`src/hw/rtl/jbe_pkg.sv`:
```
`default_nettype none
package jbe_pkg;

    localparam int DC_SYMBOLS = 12;
    localparam int AC_SYMBOLS = 256;
    localparam int MAX_OUT    = 16;

    localparam int DC_DEPTH  = 2 * DC_SYMBOLS;
    localparam int DC_ADDR_W = $clog2(DC_DEPTH);
    localparam int AC_DEPTH  = 2 * AC_SYMBOLS;
    localparam int AC_ADDR_W = $clog2(AC_DEPTH);
    localparam int DC_LIM    = (1 << (DC_SYMBOLS - 1)) - 1;

    localparam logic [7:0] SYM_ZRL    = 8'hf0;
    localparam logic [7:0] SYM_EOB    = 8'h00;
    localparam logic [7:0] BYTE_FF    = 8'hff;
    localparam logic [7:0] BYTE_STUFF = 8'h00;

    localparam logic [1:0] MODE_COEF  = 2'd0;
    localparam logic [1:0] MODE_FLUSH = 2'd1;
    localparam logic [1:0] MODE_LOAD  = 2'd2;

    localparam int QUEUE_DEPTH = 4;
    localparam int QUEUE_AW    = $clog2(QUEUE_DEPTH);

    // Stored Huffman code: right aligned value and its length.
    typedef struct packed {
        logic [4:0]  len;
        logic [15:0] code;
    } t_code;

    // One coding job handed from the front to the packer.
    typedef struct packed {
        logic        flush;
        logic [1:0]  nzrl;
        t_code       zrl;
        t_code       sym;
        logic [11:0] mag;
        logic [3:0]  mag_len;
    } t_job;

    // Bit count of a magnitude (JPEG category).
    function automatic logic [3:0] category(input logic [11:0] m);
        logic [3:0] c;
        c = 4'd0;
        for (int i = 0; i < 12; i++) begin
            if (m[i]) begin
                c = 4'(i + 1);
            end
        end
        return c;
    endfunction

endpackage
`default_nettype wire

```
`src/hw/rtl/jbe_queue.sv`:
```
`default_nettype none
module jbe_queue
    import jbe_pkg::*;
(
    input  wire logic i_clk,
    input  wire logic i_rst_n,
    input  wire logic i_push,
    input  wire t_job i_job,
    output logic      o_full,
    input  wire logic i_pop,
    output logic      o_valid,
    output t_job      o_job
);

    t_job                r_mem [QUEUE_DEPTH];
    logic [QUEUE_AW-1:0] r_wr;
    logic [QUEUE_AW-1:0] r_rd;
    logic [QUEUE_AW:0]   r_cnt;

    assign o_full  = (r_cnt == (QUEUE_AW+1)'(QUEUE_DEPTH));
    assign o_valid = (r_cnt != '0);
    assign o_job   = r_mem[r_rd];

    always_ff @(posedge i_clk) begin
        if (i_push) begin
            r_mem[r_wr] <= i_job;
        end
        if (!i_rst_n) begin
            r_wr  <= '0;
            r_rd  <= '0;
            r_cnt <= '0;
        end else begin
            if (i_push) begin
                r_wr <= r_wr + 1'b1;
            end
            if (i_pop) begin
                r_rd <= r_rd + 1'b1;
            end
            if (i_push && !i_pop) begin
                r_cnt <= r_cnt + 1'b1;
            end else if (!i_push && i_pop) begin
                r_cnt <= r_cnt - 1'b1;
            end
        end
    end

endmodule
`default_nettype wire

```
`config.mk`:
```
export PLATFORM = sky130hd
export DESIGN_NAME = jbe_queue
export DESIGN_NICKNAME = d
export VERILOG_FILES = /design/src/hw/rtl/jbe_pkg.sv /design/src/hw/rtl/jbe_queue.sv
export SDC_FILE = /design/constraint.sdc
export NUM_CORES = 1
export LEC_CHECK = 0
export BUFFER_PORTS_ARGS = -buffer_cell sky130_fd_sc_hd__buf_2
export CORE_AREA = 4 4 130 132
export DETAILED_ROUTE_END_ITERATION = 10
export DIE_AREA = 0 0 134 136
export GPL_ROUTABILITY_DRIVEN = 1
export PLACE_DENSITY = 0.85
export SKIP_LAST_GASP = 1
export SLEW_MARGIN = 20
export SYNTH_ARGS = -nofsm -noshare
export SYNTH_HDL_FRONTEND = slang
export SYNTH_SLANG_ARGS = --single-unit
```
`constraint.sdc`:
```
create_clock -name i_clk -period 5 [get_ports i_clk]
set_clock_uncertainty 0.05 [all_clocks]
set_input_delay 0 -clock i_clk [delete_from_list [all_inputs] [get_ports i_clk]]
set_output_delay 0 -clock i_clk [all_outputs]
set_load 0.05 [all_outputs]
```
; ---- After elaboration in Yosys (flattened, before gate mapping)
; Memories as Yosys holds them, arrays and structs flattened. A register that Yosys moved wholly into a read port is not among the register bits.
; Index checks and enable logic that the tools add are counted.
[classes]
add_sub_neg = 4
n_eq_ne = 1
muxes = 6
reduce_logical = 6
[op_table]
columns = cell, n
row1 = $mux 3, 2
row2 = $add 2x1->2 const B, 2
row3 = $mux 2, 2
row4 = $add 3x1->3 const B, 1
row5 = $eq 3x3->1 const B, 1
row6 = $reduce_bool 3->1, 1
row7 = $sub 3x1->3 const B, 1
row8 = $logic_and 1x1->1, 2
row9 = $logic_not 1->1, 2
row10 = $mux 1, 2
row11 = $reduce_bool 2->1, 1
[totals]
ff_bits = 7
ram_bits = 244
input_bits = 65
out_inout_bits = 63
word_cells = 21
n_memories = 1
[mem_list]
columns = memory, depth, width, read_ports, rd_ports_with_merged_regs, wr, line_no
row1 = r_mem, 4, 61, 1, 1, 1, jbe_queue.sv:15  ; t_job r_mem [QUEUE_DEPTH];

; ---- Logic depth before layout (Yosys ltp)
; Gate-level depths: netlist of run 1.
[depth]
word_depth = 4
ltp_mapped = 7
ltp_nobuf = 7

; ---- Worst setup path before layout of run 1
; No wires, ideal clock.
[synth_timing]
path_kind = register to register
start = register r_wr[0]
end = memory r_mem[2][0] (netlist name), enable pin
setup_ps = 425
arrival_time_ps = 1979
t_required_ps = 4525
slack_ps = 2546
stages_incl_launch_ff = 4
path_buffers = 0
synth_period_minus_slack_ps = 2454
path_cell_list = dfxtp_1 > inv_1 > ha_1 > and2_1
[synth_rtl]
columns = item, line_no
row1 = start: declaration, jbe_queue.sv:16  ; logic [QUEUE_AW-1:0] r_wr;
row2 = start signal: assignment, jbe_queue.sv:34  ; r_wr <= r_wr + 1'b1;
row3 = end: declaration, jbe_queue.sv:15
; No word-level cell before the write port.

==> flow_metrics.py, run 1 <==
metrics = {
    "synthesis": {
        "synth_top_family_by_area": "multiplexers",
        "synth.top_cell.area_share_pct": 78.6,
        "syn_nets": 433,
        "synth_area_per_cell_um2": 25.7,
        "synth_area_leader_cell": "edfxtp_1",
        "ys_ff_latch": 253,
        "synth_compound_area_share_pct": 0.134,
        "synth_xor_area_share_pct": 0.470,
        "ys_warn_count": 0,
        "netlist_instances": 362,
        "yosys-top-cells-area": "edfxtp_1 79%, mux4_2 15%, dfxtp_1 1.9%",
        "syn_area_um2": 9320,
        "synth_mux_area_share_pct": 15.0,
        "synthAdderAreaFrac_pct": 0.886,
        "seq_area_frac_synth_pct": 80.6,
        "synthSimpleGateAreaFrac_pct": 0.994,
        "synth_cell_types": 21,
    },
    "global_route": {
        "grt_pass1_vias": 4854,
        "grt.overflow.total": 0,
        "grt_usage_pct": 19.9,
        "grt_first_pass_wirelength_um": 27600,
        "grt_max_degree": 62,
        "antenna_found_initial": 0,
    },
    "place": {
        "routabilityCongestion": 0.721,
        "dp_cells": 692,
        "dp_hpwl_um": 9370,
        "numPortBuffers": 127,
    },
    "floorplanning": {
        "initial_utilization_pct": 59.3,
        "num_io_pins": 128,
        "die_w_um": 134,
        "die_h_um": 136,
        "die-area_um2": 18200,
        "core_area_um2": 15700,
        "rows": 46,
    },
    "clocking": {
        "numCtsBuffers": 25,
        "cts_root_buffer": "clkbuf_16",
        "post_cts_buffers": 0,
        "htree_levels": 1,
        "worstSkewPairLatency_ns": 0.49,
        "clock_path_buffers": 3,
        "cts.sinks": 253,
        "cts_tree": "built",
        "path_clk_slew_ns": 0.06,
    },
    "drt": {
        "routed_via_density": 5.51,
        "wire_per_inst_um": 22.0,
        "drt_first_iter_violations": 230,
        "drc_errors": 0,
        "drtPass1Iterations": 4,
        "routed_wl_um": 17600,
        "drt.antenna.violating_nets": 0,
        "via_count": 4411,
    },
    "worst_setup_path": {
        "rrSetupSlack_ns": 3.17,
        "worstPathArrival_ns": 2.79,
        "worstSetupPathType": "reg2out",
        "required_ns": 4.95,
        "cp-end-kind": "primary output",
        "cp_max_fo": 36,
        "critical_path.cell_chain": "buf_4 -> mux4_2 -> buf_2",
        "slowest_stage": "dfxtp_4",
        "start_kind": "flop",
        "critPathMaxStageDelay_ns": 0.83,
    },
    "power": {
        "p_total_mw": 4.98,
        "p_leak_nw": 3.95,
        "ir_worst_vdd_mv": 0.346,
        "powerDensity_nw_per_um2": 432,
    },
    "timing": {
        "finalHoldViolations": 0,
        "setup_viol": 0,
        "min_period_ns": 2.84,
        "rsz0062_at_grt": "false",
        "slew_violations": 0,
        "period_share_pct": 56.7,
        "fmax_mhz": 353,
        "slew_headroom_pct": 36.4,
        "tns_ns": 0,
        "worstMarginPinSlew_ns": 0.953,
    },
    "status": {
        "outcome": "completed",
    },
    "flow_run": {
        "maxCapViolCount": 0,
    },
    "final_layout": {
        "instances_no_fill": 800,
        "multi_input_area_um2": 1640,
        "fillers": 893,
        "diodes": 0,
        "regArea_um2": 7510,
        "drive_above_1_share_pct": 38.7,
        "syn2layout_area_growth_pct": 23.6,
        "finalNetCount": 639,
        "final_util_pct": 73.3,
    },
    "worst_hold_path": {
        "hp-class": "in2reg",
    },
}
[registers in the layout (all words and copies together), names as in the netlist, named ones only]
| signal | flops |
|---|---|
| r_cnt | 3 |
| r_mem | 244 |
| r_rd | 2 |
| r_wr | 2 |
[repair_timing]
action,4_1_cts,5_1_grt
gates resized for setup,0,0
hold endpoints to repair,253,0
hold buffers,65,0
[final cells by class]
class,count,area share (%)
multi-input cells,91,14.2
clock buffers,29,5.56
well taps,216,2.35
repair buffers,193,11.2
clock inverters,14,1.21
flip-flops and latches,253,65.3
inverters,4,0.130
[critical path: cells and delay by family (launching register included)]
family | cells | cell delay, ns
flip-flops | 1 | 0.83
buffers and inverters | 2 | 0.82
multiplexers | 1 | 0.61
[layer usage]
metal,GRT usage (%),wire [um]
met1,26.0,6720
met4,6.06,427
met3,3.26,1010
met5,0,0
met2,35.0,9460
[where the power goes]
group	switching (mW)	internal (mW)
Sequential	0.0646	2.44
Combinational	0.458	0.235
Clock	0.720	1.06
Total	1.24	3.73
[metrics by stage]
step / setup WS, ns / instance area [um^2] / hold WS (ns)
after detailed placement: 2.61 / 10100 / 0.167
after CTS: 2.07 / 11500 / 0.179
after floorplan: 2.55 / 9320 / 0.0489
final: 2.16 / 11500 / 0.204
after global routing: 1.92 / 11500 / 0.196
after global placement: 2.65 / 10100 / 0.159
[logic make-up (layout without fill, tap and decap cells)]
family	after synthesis	count (layout)
buffers and inverters	18	240
muxes	63	63
xor gates and xnor gates	5	5
adders and majority gates	6	6
AOI/OAI and AO/OA	2	2
and+or+nand+nor	15	15
DFF	253	253
[Yosys cell counts]
cell type and instances:
a21boi_0 1, and2_1 9, buf_1 1, buf_12 6, buf_2 6, buf_6 1
dfxtp_1 9, edfxtp_1 244, fa_1 1, ha_1 5, inv_1 4, mux2i_1 2
mux4_1 1, mux4_2 60, nand2_1 1, nor2b_1 2, nor3b_1 1, o21ai_0 1
or3_1 2, xnor2_1 2, xor2_1 3
[worst paths after layout]
path,from,endpoint,cells past startpoint
setup / recovery,flop,o_job[28],3
hold / removal,i_job[45],r_mem[3][45]$_DFFE_PP_,2
setup reg to reg,r_wr[0]$_SDFFE_PN0P_,r_mem[2][10]$_DFFE_PP_,3
hold reg to reg,r_cnt[2]$_SDFFE_PN0P_,r_cnt[2]$_SDFFE_PN0P_,2
[placed cells by master (no fill, tap or decap), drive strengths merged, types with 2 or more instances in the layout]
master / n
edfxtp: 244
buf: 128
dlygate4sd3: 65
mux4: 61
clkbuf: 29
clkinv: 10
dfxtp: 9
and2: 9
ha: 5
inv: 4
xor2: 3
bufinv: 3
or3: 2
xnor2: 2
mux2i: 2
nor2b: 2
(Power assumes the default switching activity.)
==> inputs of run 2 (changes only) <==
- ABC_AREA: unset -> 1
- CORE_AREA: 4 4 130 132 -> 4 4 145 147
- DIE_AREA: 0 0 134 136 -> 0 0 149 151
- PLACE_DENSITY: 0.85 -> 0.77
- clock period: 5 -> 2.3 ns (I/O delays scaled with it)
==> flow_metrics.py, run 2 <==
metrics = {
    "status": {
        "outcome": "completed",
    },
    "drt": {
        "drtPass1Iterations": 5,
        "wire_per_inst_um": 18.5,
        "drc_errors": 0,
        "drt.antenna.violating_nets": 0,
        "drt_first_iter_violations": 416,
        "routed_via_density": 5.30,
        "via_count": 6012,
        "routed_wl_um": 21000,
    },
    "final_layout": {
        "stdcell_area_um2": 12400,
        "largest_reg_flops": 244,
        "final_common_cell": "edfxtp_1",
        "fillers": 1497,
        "diodes": 0,
        "largest_register": "r_mem",
        "regArea_um2": 7510,
        "reg_top3": "r_mem x244, r_cnt x3",
        "multi_input_area_um2": 2210,
        "syn2layout_area_growth_pct": 23.2,
        "final_cell_mix": "244 x edfxtp_1, 127 x buf_2, 97 x o21ai_0, 88 x nor2_1, 64 x dlygate4sd3_1",
        "finalNetCount": 917,
        "drive_above_1_share_pct": 31.4,
    },
    "global_route": {
        "grt_first_pass_wirelength_um": 32600,
        "grt.overflow.total": 0,
        "antenna_found_initial": 0,
        "grt_pass1_vias": 6064,
        "grt_usage_pct": 18.5,
        "grt_max_degree": 55,
    },
    "worst_hold_path": {
        "hp-class": "in2reg",
        "hp-start": "i_job[44]",
    },
    "clocking": {
        "cts_tree": "built",
        "post_cts_buffers": 0,
        "path_clk_slew_ns": 0.06,
        "htree_levels": 1,
        "numCtsBuffers": 25,
        "worstSkewPairLatency_ns": 0.50,
        "cts.sinks": 253,
        "clock_path_buffers": 3,
        "cts_root_buffer": "clkbuf_16",
    },
    "place": {
        "routabilityCongestion": 0.723,
        "numPortBuffers": 127,
        "post-place-ws_ns": 0.541,
        "dpl-instance-area_um2": 11000,
        "dp_hpwl_um": 12500,
    },
    "timing": {
        "worstMarginPinSlew_ns": 0.524,
        "finalHoldViolations": 0,
        "rsz0062_at_grt": "true",
        "fin_ws_ns": 0.0976,
        "min_period_ns": 2.20,
        "slew_violations": 0,
        "period_share_pct": 95.8,
        "fmax_mhz": 454,
        "slew_headroom_pct": 65.0,
        "setup_viol": 0,
    },
    "worst_setup_path": {
        "cp-end-kind": "primary output",
        "cp_max_fo": 37,
        "r2r-start": "r_wr[0]$_SDFFE_PN0P_",
        "worstPathArrival_ns": 2.15,
        "slowest_stage": "dfxtp_4",
        "worstSetupPathType": "reg2out",
        "critical_path.cell_chain": "inv_6 -> buf_12 -> o21ai_0 -> o22ai_2 -> buf_2",
        "start_kind": "flop",
        "critPathMaxStageDelay_ns": 0.41,
        "required_ns": 2.25,
    },
    "floorplanning": {
        "num_io_pins": 128,
        "die_w_um": 149,
        "die-area_um2": 22500,
        "die_h_um": 151,
        "core_area_um2": 19900,
        "rows": 52,
        "initial_utilization_pct": 50.6,
    },
    "synthesis": {
        "netlist_instances": 648,
        "synth_area_leader_cell": "edfxtp_1",
        "syn_area_um2": 10100,
        "synth_area_per_cell_um2": 15.6,
        "yosysMostFrequentCell": "edfxtp_1",
        "ys_warn_count": 0,
        "synth.top_cell.area_share_pct": 72.7,
        "synth-async-reset-ratio_pct": 0,
        "synth_ff_type": "edfxtp_1",
        "synth_edf_count": 244,
        "ys_ff_latch": 253,
        "yosys-top-cells-area": "edfxtp_1 73%, o22ai_2 5.0%, o21ai_0 4.8%",
        "synthTopCellsByCount": "244 x edfxtp_1, 97 x o21ai_0, 88 x nor2_1",
        "seq_area_frac_synth_pct": 74.5,
        "synth_cell_types": 25,
        "syn_nets": 719,
    },
    "power": {
        "p_leak_nw": 4.36,
        "ir_worst_vdd_mv": 0.722,
        "powerDensity_nw_per_um2": 862,
    },
    "flow_run": {
        "maxCapViolCount": 0,
    },
}
-- run 2: cell types whose count changed after synthesis, moves of 3 or more --
cell	change
buf_2	+10
clkbuf_1	+11
nor2_4	+40
o22ai_1	+21
nor2_1	+88
o22ai_2	+40
xor2_1	-3
a21oi_1	+4
o21ai_0	+96
inv_1	+11
mux4_2	-60
and2_1	-9
nand2_1	+9
o21ai_1	+30
-- run 2: repair_timing --
action,in CTS,in global routing
endpoints found under the setup margin,0,49
hold buffers,64,0
endpoints found under the hold margin,253,0
resized for setup,0,2
-- run 2: cell families (layout without fill, tap and decap cells) --
group	after synthesis	count (layout)	synth area share, %
fa+ha+maj	6	6	0.819
buf+inv	55	271	3.55
flops	253	253	74.5
simple gates	141	141	8.28
compound gates	193	193	12.9
-- run 2: power breakdown --
part           internal (mW)  switching, mW  leakage [nW]
clock network           2.17           1.60         0.378
registers               5.26         0.0617          2.32
logic                  0.451           1.17          1.67
total                   7.88           2.83          4.36
-- run 2: area by class of cell --
cell class / count / area share, %
clock inverter: 8 / 0.363
tap: 270 / 2.72
multi-input combinational: 340 / 17.8
inverter: 17 / 0.564
sequential: 253 / 60.5
timing repair buffer: 209 / 12.2
clock buffer: 37 / 5.80
-- run 2: per-stage QoR --
step | setup TNS (ns) | utilization (%) | hold WS [ns] | power (mW) | std cells
after floorplan | 0 | - | 0.0489 | 6.54 | 648
after global placement | 0 | 55.3 | 0.165 | 6.93 | 1025
after detailed placement | 0 | 55.3 | 0.168 | 6.96 | 1025
after CTS | 0 | 62.3 | 0.176 | 10.8 | 1134
after global routing | -0.0551 | 62.4 | 0.179 | 11.1 | 1134
final | 0 | 62.4 | 0.191 | 10.7 | 1134
-- run 2: path summary, 6_finish.rpt --
path,to,slack (ns),cells after the start
setup / recovery,o_job[6],0.1,5
hold / removal,r_mem[1][44]$_DFFE_PP_,0.19,2
setup reg to reg,r_mem[2][57]$_DFFE_PP_,0.65,5
hold reg to reg,flop,0.39,1
-- run 2: layer usage --
metal,vias to the layer above,track usage (%),wire (um)
li1,2820,-,-
met1,2980,24.2,8630
met2,187,33.0,10800
met3,25,2.96,1260
met4,0,3.94,247
met5,-,0.455,0
-- run 2: worst max-delay path, delay by kind of cell, from the launching register on --
family	cells	cell delay, ns
buffers and inverters	3	0.90
flip-flops	1	0.41
AO/OA/AOI/OAI	2	0.29
