<file path="src/hw/rtl/jbe_pkg.sv">
`default_nettype none
package jbe_pkg;

    localparam int DC_SYMBOLS = 12;
    localparam int AC_SYMBOLS = 256;
    localparam int MAX_OUT    = 16;

    localparam int DC_DEPTH  = 2 * DC_SYMBOLS;
    localparam int DC_ADDR_W = $clog2(DC_DEPTH);
    localparam int AC_DEPTH  = 2 * AC_SYMBOLS;
    localparam int AC_ADDR_W = $clog2(AC_DEPTH);
    localparam int DC_LIM    = (1 << (DC_SYMBOLS - 1)) - 1;

    localparam logic [7:0] SYM_ZRL    = 8'hf0;
    localparam logic [7:0] SYM_EOB    = 8'h00;
    localparam logic [7:0] BYTE_FF    = 8'hff;
    localparam logic [7:0] BYTE_STUFF = 8'h00;

    localparam logic [1:0] MODE_COEF  = 2'd0;
    localparam logic [1:0] MODE_FLUSH = 2'd1;
    localparam logic [1:0] MODE_LOAD  = 2'd2;

    localparam int QUEUE_DEPTH = 4;
    localparam int QUEUE_AW    = $clog2(QUEUE_DEPTH);

    // Stored Huffman code: right aligned value and its length.
    typedef struct packed {
        logic [4:0]  len;
        logic [15:0] code;
    } t_code;

    // One coding job handed from the front to the packer.
    typedef struct packed {
        logic        flush;
        logic [1:0]  nzrl;
        t_code       zrl;
        t_code       sym;
        logic [11:0] mag;
        logic [3:0]  mag_len;
    } t_job;

    // Bit count of a magnitude (JPEG category).
    function automatic logic [3:0] category(input logic [11:0] m);
        logic [3:0] c;
        c = 4'd0;
        for (int i = 0; i < 12; i++) begin
            if (m[i]) begin
                c = 4'(i + 1);
            end
        end
        return c;
    endfunction

endpackage
`default_nettype wire

</file>
<file path="src/hw/rtl/jbe_back.sv">
`default_nettype none
module jbe_back
    import jbe_pkg::*;
(
    input  wire logic       i_clk,
    input  wire logic       i_rst_n,
    input  wire logic       i_valid,
    input  wire t_job       i_job,
    output logic            o_pop,
    output logic            o_tvalid,
    input  wire logic       i_tready,
    output logic [7:0]      o_tdata,
    output logic            o_tlast
);

    logic [23:0] r_buf;
    logic [4:0]  r_cnt;
    logic [2:0]  r_idx;
    logic        r_done;
    logic        r_stuff;
    logic        r_stuff_last;
    logic [4:0]  r_nbytes;
    logic        r_ov;
    logic [7:0]  r_ob;
    logic        r_ol;

    logic        can_out;
    logic        emit;
    logic [7:0]  top;
    logic        tail;
    logic        keep;
    logic        seg_zrl;
    logic        seg_code;
    t_code       seg;
    logic [16:0] mask;
    logic [23:0] ins;
    logic [4:0]  sh;
    logic [1:0]  zrl_left;
    logic [6:0]  rem_bits;

    assign can_out = !r_ov || i_tready;
    assign emit    = can_out && (r_stuff || (r_cnt >= 5'd8));
    assign top     = r_buf[23:16];
    assign keep    = (r_nbytes < 5'(MAX_OUT));

    assign seg_zrl  = ({1'b0, r_idx} < {2'b0, i_job.nzrl});
    assign seg_code = (r_idx == {1'b0, i_job.nzrl});

    // While a job is still being inserted, the bits it has yet to add decide whether
    // the byte going out now is the last one it produces.
    always_comb begin
        zrl_left = seg_zrl ? 2'(i_job.nzrl - r_idx[1:0]) : 2'd0;
        if (r_done) begin
            rem_bits = '0;
        end else begin
            rem_bits = 7'(zrl_left) * 7'(i_job.zrl.len)
                       + ((seg_zrl || seg_code) ? 7'(i_job.sym.len) : 7'd0)
                       + 7'(i_job.mag_len);
        end
    end
    assign tail = ((7'(r_cnt) + rem_bits) < 7'd16);

    always_comb begin
        if (seg_zrl) begin
            seg = i_job.zrl;
        end else if (seg_code) begin
            seg = i_job.sym;
        end else begin
            seg.code = {4'd0, i_job.mag};
            seg.len  = {1'b0, i_job.mag_len};
        end
        mask = (17'd1 << seg.len) - 17'd1;
        ins  = {8'd0, seg.code & mask[15:0]};
        sh   = 5'(5'd24 - r_cnt - seg.len);
    end

    // Jobs enter the bit buffer only once every whole byte of the one before is out.
    assign o_pop = i_valid && !r_stuff && (r_cnt < 5'd8)
                   && (i_job.flush || (!seg_zrl && !seg_code));

    always_ff @(posedge i_clk) begin
        if (!i_rst_n) begin
            r_buf        <= '0;
            r_cnt        <= '0;
            r_idx        <= '0;
            r_done       <= 1'b0;
            r_stuff      <= 1'b0;
            r_stuff_last <= 1'b0;
            r_nbytes     <= '0;
            r_ov         <= 1'b0;
            r_ob         <= '0;
            r_ol         <= 1'b0;
        end else begin
            if (i_tready && !emit) begin
                r_ov <= 1'b0;
            end
            if (r_stuff) begin
                if (can_out) begin
                    r_stuff  <= 1'b0;
                    r_ov     <= keep;
                    r_ob     <= BYTE_STUFF;
                    r_ol     <= r_stuff_last || (r_nbytes == 5'(MAX_OUT - 1));
                    r_nbytes <= keep ? r_nbytes + 5'd1 : r_nbytes;
                end
            end else if (r_cnt >= 5'd8) begin
                if (can_out) begin
                    r_buf        <= {r_buf[15:0], 8'd0};
                    r_cnt        <= r_cnt - 5'd8;
                    r_ov         <= keep;
                    r_ob         <= top;
                    r_ol         <= (tail && top != BYTE_FF)
                                    || (r_nbytes == 5'(MAX_OUT - 1));
                    r_nbytes     <= keep ? r_nbytes + 5'd1 : r_nbytes;
                    r_stuff      <= (top == BYTE_FF);
                    r_stuff_last <= tail;
                end
            end else if (i_valid) begin
                if (i_job.flush) begin
                    if (r_cnt != 5'd0) begin
                        r_cnt    <= 5'd8;
                        r_done   <= 1'b1;
                        r_nbytes <= '0;
                    end
                end else begin
                    r_buf  <= r_buf | (ins << sh);
                    r_cnt  <= r_cnt + seg.len;
                    r_idx  <= o_pop ? 3'd0 : r_idx + 3'd1;
                    r_done <= o_pop;
                    if (r_idx == 3'd0) begin
                        r_nbytes <= '0;
                    end
                end
            end
        end
    end

    assign o_tvalid = r_ov;
    assign o_tdata  = r_ob;
    assign o_tlast  = r_ol;

`ifndef ASSERT_OFF
    a_cnt_bound: assert property (@(posedge i_clk) disable iff (!i_rst_n)
        r_cnt <= 5'd23)
        else $error("bit buffer overfilled");
    a_nbytes_bound: assert property (@(posedge i_clk) disable iff (!i_rst_n)
        r_nbytes <= 5'(MAX_OUT))
        else $error("per-item byte count ran past the limit");
    a_stuff_src: assert property (@(posedge i_clk) disable iff (!i_rst_n)
        $rose(r_stuff) |-> $past(r_cnt) >= 5'd8)
        else $error("stuff byte without a full byte taken out");
    a_pop_idle: assert property (@(posedge i_clk) disable iff (!i_rst_n)
        o_pop |=> !$past(r_stuff))
        else $error("job retired while a stuff byte was pending");
`endif

endmodule
`default_nettype wire

</file>
<file path="config.mk">
export PLATFORM = sky130hd
export DESIGN_NAME = jbe_back
export DESIGN_NICKNAME = d
export VERILOG_FILES = /design/src/hw/rtl/jbe_pkg.sv /design/src/hw/rtl/jbe_back.sv
export SDC_FILE = /design/constraint.sdc
export NUM_CORES = 1
export LEC_CHECK = 0
export BUFFER_PORTS_ARGS = -buffer_cell sky130_fd_sc_hd__buf_2
export CAP_MARGIN = 20
export CORE_MARGIN = 1
export CORE_UTILIZATION = 59
export DETAILED_ROUTE_END_ITERATION = 6
export GPL_ROUTABILITY_DRIVEN = 0
export PLACE_DENSITY_LB_ADDON = 0.3
export SYNTH_ARGS = -nofsm -noshare
export SYNTH_HDL_FRONTEND = slang
export SYNTH_SLANG_ARGS = --single-unit
</file>
<file path="constraint.sdc">
create_clock -name i_clk -period 7.5 [get_ports i_clk]
set_input_delay 1.125 -clock i_clk [delete_from_list [all_inputs] [get_ports i_clk]]
set_output_delay 1.125 -clock i_clk [all_outputs]
set_load 0.05 [all_outputs]
</file>
=== After elaboration in Yosys (flattened, before gate mapping) ===
Cells that the tools add are included.

* Register bits: 50
* Input port bits: 65
* Output and inout port bits: 11
* Logic and storage cells: 115

* Add/sub/neg operators: 11
* Multipliers: 1
* Magnitude comparators: 5
* Equality and inequality tests: 9
* Shift operators: 2
* Multiplexer cells: 41
* Bitwise operators: 5
* Reductions and logical operators: 31

{| class="wikitable"
|+ Operators with widths
! cell !! count
|-
| 24-bit 2-to-1 mux || 4
|-
| 5-bit 2-to-1 mux || 14
|-
| 21-bit 2-to-1 mux || 2
|-
| 8-bit 2-to-1 mux || 4
|-
| 24-bit OR || 1
|-
| 16-bit by 5-bit << shifter with 24-bit output || 1
|-
| 16-bit bitwise AND || 1
|-
| 4-bit AND reduction || 4
|-
| 1-bit by 5-bit << shifter with 16-bit output, first input constant || 1
|-
| 16-bit by 1-bit subtractor with 16-bit output, second input constant || 1
|-
| 1-bit 2-to-1 mux || 14
|-
| 8-bit == test, second input constant || 1
|-
| 8-bit inequality test, second input constant || 1
|-
| 5-bit by 7-bit adder with 7-bit output || 1
|-
| 7-bit by 4-bit adder with 7-bit output || 1
|-
| 7-bit by 5-bit adder with 7-bit output || 1
|-
| 1-bit logical AND || 7
|-
| 7-bit by 5-bit less-than comparator with 1-bit output, second input constant || 1
|-
| 2-bit by 5-bit multiplier with 7-bit output || 1
|-
| 7-bit 2-to-1 mux || 1
|-
| 1-bit logical OR || 6
|-
| 3-bit AND reduction || 2
|-
| 5-bit by 1-bit adder with 5-bit output, second input constant || 1
|-
| 5-bit adder || 1
|-
| 25 further kinds || 33
|}

=== Longest topological paths before layout ===
* Depth in word-level cells: 13
* Gate-level depth with buffers: 24
* Gate-level depth less buffers: 22

=== Worst setup path after synthesis ===
No wires, ideal clock.

* Path kind: input to register
* Start: input i_job[59] in the netlist's numbering
* End: register r_stuff_last
* Library setup time: 80 ps
* Arrival time: 5,614 ps
* Data required time: 7,420 ps
* Setup slack: 1,806 ps
* Stages: 22
* Buffers on the path: 2
* Cells stage by stage: inv_1 -> ha_1 -> buf_2 -> nand2b_1 -> nand2_4 -> clkbuf_1 -> nor2_1 -> nand2_1 -> fa_1 -> fa_1 -> inv_1 -> ha_1 -> fa_1 -> nor2b_1 -> ha_1 -> o21ai_0 -> nand2b_1 -> a21oi_1 -> or4b_2 -> o41ai_1 -> nor3_1 -> nor3b_1

* Longest elaborated chain between the ends: 8
* Elaborated cells on any way between the ends: 12
* Those cells by class: 4 x add/sub; 1 x mul; 2 x order compare; 1 x eq/ne; 3 x mux; 1 x reduce/logical

{| class="wikitable"
|+ Ends and longest elaborated chain
! item !! line !! source
|-
| start: declaration || jbe_back.sv:8 || <nowiki>input wire t_job i_job,</nowiki>
|-
| 3-bit by 2-bit less-than comparator with 1-bit output (tied with other cells) || jbe_back.sv:46 || <nowiki>assign seg_zrl = ({1'b0, r_idx} < {2'b0, i_job.nzrl});</nowiki>
|-
| 2-bit 2-to-1 mux or 1-bit logical OR (tied branches) || jbe_back.sv:52, jbe_back.sv:57 ||
|-
| 2-bit by 5-bit multiplier with 7-bit output or 5-bit 2-to-1 mux (tied branches) || jbe_back.sv:56, jbe_back.sv:57 ||
|-
| 7-bit by 5-bit adder with 7-bit output (*) || jbe_back.sv:57 || <nowiki>+ ((seg_zrl || seg_code) ? 7'(i_job.sym.len) : 7'd0)</nowiki>
|-
| 7-bit by 4-bit adder with 7-bit output (*) || jbe_back.sv:58 || <nowiki>+ 7'(i_job.mag_len);</nowiki>
|-
| 7-bit 2-to-1 mux (*) || jbe_back.sv:53 || <nowiki>if (r_done) begin</nowiki>
|-
| 5-bit by 7-bit adder with 7-bit output (*) || jbe_back.sv:61 || <nowiki>assign tail = ((7'(r_cnt) + rem_bits) < 7'd16);</nowiki>
|-
| 7-bit by 5-bit less-than comparator with 1-bit output (*) || jbe_back.sv:61 ||
|-
| end signal: assignment || jbe_back.sv:115 || <nowiki>r_stuff_last <= tail;</nowiki>
|-
| end: declaration || jbe_back.sv:21 || <nowiki>logic r_stuff_last;</nowiki>
|}

Mark *: on every way between the ends. The rest lies on a longest branch, timed or not.
A chain may end at the register's enable or synchronous reset.

=== Worst setup path in the final report ===
* Start: input i_job[58] in the netlist's numbering
* End: register r_buf[18]

* Longest elaborated chain between the ends: 11
* Elaborated cells on any way between the ends: 13
* Those cells by class: 2 x add/sub; 1 x order compare; 1 x eq/ne; 2 x shift; 5 x mux; 2 x bitwise

{| class="wikitable"
|+ Ends and longest elaborated chain
! item !! line !! source
|-
| parallel branches: the longest is 2 deep, another holds 3-bit by 2-bit less-than comparator with 1-bit output || - ||
|-
| 21-bit 2-to-1 mux (*) || jbe_back.sv:64 || <nowiki>if (seg_zrl) begin</nowiki>
|-
| 1-bit by 5-bit << shifter with 16-bit output || jbe_back.sv:72 || <nowiki>mask = (17'd1 << seg.len) - 17'd1;</nowiki>
|-
| 16-bit by 1-bit subtractor with 16-bit output || jbe_back.sv:72 ||
|-
| 16-bit bitwise AND || jbe_back.sv:73 || <nowiki>ins = {8'd0, seg.code & mask[15:0]};</nowiki>
|-
| 16-bit by 5-bit << shifter with 24-bit output (*) || jbe_back.sv:125 || <nowiki>r_buf <= r_buf | (ins << sh);</nowiki>
|-
| 24-bit OR (*) || jbe_back.sv:125 ||
|-
| 24-bit 2-to-1 mux (*) || jbe_back.sv:118 || <nowiki>if (i_job.flush) begin</nowiki>
|-
| 24-bit 2-to-1 mux (*) || jbe_back.sv:117 || <nowiki>end else if (i_valid) begin</nowiki>
|-
| 24-bit 2-to-1 mux (*) || jbe_back.sv:105 || <nowiki>end else if (r_cnt >= 5'd8) begin</nowiki>
|-
| end signal: assignment || jbe_back.sv:107 || <nowiki>r_buf <= {r_buf[15:0], 8'd0};</nowiki>
|-
| end signal: assignment || jbe_back.sv:125 ||
|-
| end: declaration || jbe_back.sv:16 || <nowiki>logic [23:0] r_buf;</nowiki>
|}

Every way passes the cells marked *. The select of a mux whose other input is x is not followed.

==> impl_metrics.csv <==
group,metric,value,unit
floorplanning,coreArea,8260,sq um
sta,hold_viol,0,
clock_network,clk_latency,0.32,ns
worst_hold_path,hp-class,"reg -> reg",
placement,place_hpwl,11.4,mm
worst_setup_path,reg2reg_from,"r_idx[1]$_SDFFE_PN0P_",
synthesis,synth_edf_count,0,
routing,viasPerCell,6.68,
synthesis,async_flop_share,0,
routing,drtIter0Drc,585,
clock_network,post_cts_resized,0,
sta,tightest_slew,0.904,ns
pwr,p_seq_frac,0.186,
finish,nets,830,
worst_setup_path,cp.required,7.75,ns
pwr,leakage,0.00242,uW
pwr,p_switching,1190,uW
floorplanning,die_area,8920,sq um
worst_setup_path,regToRegSetupSlack,2.12,ns
synthesis,avgSynthCellArea,7.52,sq um
pwr,swShare,0.544,
worst_setup_path,cp.arrival,6.17,ns
clock_network,cts_tree,"built",
clock_network,clk_path_buf_depth,2,
clock_network,htree_num_levels,2,
flow_run,cap_violations,0,
pwr,internal_power,999,uW
pwr,clkPwrFrac,0.081,
synthesis,yosysSeqAreaShare,0.199,
sta,rsz0062_at_grt,"false",
worst_setup_path,crit_fanout,22,
synthesis,syn_nets,779,
finish,utilization,0.670,
sta,fin_crit,5.92,ns
clock_network,root_buffer,"clkbuf_8",
floorplanning,start_util,0.610,
clock_network,clock-sinks,50,
routing,drtPass1Iterations,6,
synthesis,yosys_warnings,0,
clock_network,cts.clk_slew.worst_paths,0.08,ns
routing,drc_errors,0,
finish,diodes,0,
worst_hold_path,holdPathStages,2,
pwr,p_per_area,396,nW/um^2
floorplanning,chipHeight,94.4,um
placement,io_buffers,75,
grt,grt_pass1_vias,5136,
grt,grt_pass1_wl,24.1,mm
synthesis,synth_cell_types,82,
synthesis,synth_area,5040,sq um
worst_hold_path,hp-start,"r_buf[6]$_SDFFE_PN0P_",
sta,fin_crit_sh,0.790,
worst_setup_path,r2r_cells,13,
sta,skew,0.0157,ns
sta,whs,0.474,ns
worst_setup_path,crit_path_end_kind,"flop",
synthesis,synth_ff_type,"dfxtp_1",
routing,vias,5526,
worst_setup_path,critPathLaunchType,"input port",
pwr,ir_worst_vdd,0.000228,V
floorplanning,ios,76,
floorplanning,fp.dieW,94.4,um
grt,antenna_found_initial,0,
sta,slew_viol_final,0,
clock_network,numCtsBuffers,5,
grt,grt_max_degree,34,
sta,finalSetupViolations,0,
clock_network,postCtsSetupBuffers,0,
grt,grt_use_total,0.339,
pwr,p_comb_frac,0.734,
grt,gr-total-overflow,0,
worst_hold_path,hold-path-endpoint,"r_buf[6]$_SDFFE_PN0P_",
synthesis,ys_ff_latch,50,
finish,drive_gt1_frac,0.157,
floorplanning,row_count,33,
sta,relSlewSlack,0.395,
sta,tns,0,ns
routing,ant_nets,0,
clock_network,hold_buffers,0,
routing,routed_wl,14.8,mm
routing,post_drt_wl_per_cell,17.9,um
synthesis,synth_cells,670,
sta,fmax,0.169,GHz
worst_setup_path,rr_endpoint,"r_buf[18]$_SDFFE_PN0P_",
finish,syn2layout_area_growth,9.81,%
run_status,outcome,"finished, final reports clean",
worst_setup_path,worst-setup-path-type,"in -> reg",
## kinds of logic (layout without fill, tap and decap cells)
| kind of cell | count (synthesis) | after routing | synth area share |
|---|---|---|---|
| multiplexers | 23 | 23 | 0.0501 |
| adder cells (fa/ha/maj) | 44 | 44 | 0.126 |
| buffers and inverters | 77 | 129 | 0.0591 |
| AO/OA/AOI/OAI | 211 | 211 | 0.298 |
| flip-flops | 50 | 50 | 0.199 |
| AND/OR/NAND/NOR | 248 | 248 | 0.238 |
| XOR/XNOR | 17 | 17 | 0.0310 |
## per-stage QoR
step | power [uW] | cell area, sq um | setup slack, ns | instances
floorplan | 1590 | 5040 | 1.81 | 670
global placement | 1910 | 5430 | 1.52 | 819
detailed placement | 1950 | 5430 | 1.30 | 819
CTS | 2140 | 5530 | 1.59 | 827
global route | 2360 | 5530 | 1.21 | 827
finish | 2190 | 5530 | 1.58 | 827
## state kept, by name, indices dropped and copies added, names as in the netlist
name,flops
r_stuff_last,1
o_tvalid,1
r_idx,3
r_stuff,1
r_done,1
o_tlast,1
o_tdata,8
r_cnt,5
r_nbytes,5
r_buf,24
## cell usage in the layout (no fill, tap or decap), drive strengths merged, types with 10 or more instances in the layout
cell | netlist | routed
and2 | 18 | 18
ha | 33 | 33
nand2 | 65 | 65
buf | 5 | 77
nor3 | 14 | 14
fa | 11 | 11
nor2 | 76 | 76
a21oi | 45 | 45
inv | 43 | 43
a211oi | 11 | 11
dfxtp | 50 | 50
o21ai | 28 | 28
nor2b | 10 | 10
a22o | 10 | 10
mux2i | 14 | 14
nand3 | 18 | 18
a31oi | 18 | 18
o211ai | 20 | 20
## critical path, stage by stage
cell and delay (ns):
buf_2 0.09, inv_1 0.04, ha_1 0.37, nand3b_1 0.58, nand2_1 0.20, a31oi_4 0.37
clkinv_1 0.36, ha_1 0.29, ha_1 0.69, inv_1 0.48, nor3_1 0.35, a21oi_1 0.09
mux4_2 0.50, a2111oi_1 0.43, o311a_1 0.18
## worst max-delay path by stage
stage / to / cells after the start / startpoint
floorplan: r_stuff_last$_SDFFE_PN0P_ / 22 / i_job[59]
global placement: o_tlast$_SDFFE_PN0P_ / 21 / i_job[59]
detailed placement: o_tlast$_SDFFE_PN0P_ / 21 / i_job[59]
CTS: r_stuff_last$_SDFFE_PN0P_ / 21 / i_job[59]
global route: r_buf[18]$_SDFFE_PN0P_ / 15 / i_job[58]
finish: r_buf[18]$_SDFFE_PN0P_ / 15 / i_job[58]
## final cells by class
| cell class | instances | area, sq um |
|---|---|---|
| sequential | 50 | 1000 |
| multi-input combinational | 543 | 3740 |
| clock buffer | 7 | 96.3 |
| fill | 735 | 2720 |
| tap | 105 | 131 |
| clock inverter | 1 | 8.76 |
| timing repair buffer | 77 | 390 |
| inverter | 44 | 165 |
## routing by layer
layer  vias up  global-route usage  share of wire
met5         -                   0              0
met4         0               0.103          0.026
met3        56              0.0668          0.086
met2       320               0.569           0.47
met1      2599               0.437           0.41
li1       2551                   -              -
## power groups by stage
stage | registers, uW | clock network (uW) | logic, uW
finish | 407 | 177 | 1610
global route | 416 | 191 | 1750
CTS | 405 | 179 | 1550
detailed placement | 410 | 0 | 1540
global placement | 408 | 0 | 1500
floorplan | 427 | 0 | 1160
## Yosys cell counts, drive strengths merged, types with 4 or more instances
cell type | count | area share
a211oi | 11 | 0.016
a31oi | 18 | 0.025
xnor2 | 9 | 0.017
o22ai | 6 | 0.0087
or3 | 9 | 0.011
a21boi | 6 | 0.0089
mux2i | 14 | 0.028
fa | 11 | 0.044
mux2 | 8 | 0.018
dfxtp | 50 | 0.20
nand2b | 9 | 0.011
inv | 43 | 0.032
and3 | 4 | 0.0050
nand3 | 18 | 0.018
buf | 5 | 0.0050
a21oi | 45 | 0.045
a22o | 10 | 0.017
nor2b | 10 | 0.012
o211ai | 20 | 0.030
and2 | 18 | 0.022
xor2 | 8 | 0.014
nor3 | 14 | 0.014
nor2 | 76 | 0.057
o41ai | 4 | 0.0084
a221oi | 4 | 0.0070
o21ai | 28 | 0.029
nor4 | 4 | 0.0050
o31ai | 6 | 0.0089
a21o | 6 | 0.0089
clkbuf | 28 | 0.021
ha | 33 | 0.082
nand4 | 6 | 0.0074
nand2 | 65 | 0.050
a22oi | 7 | 0.010
o221ai | 4 | 0.0070
No activity file was read; power rests on OpenSTA's default activity.
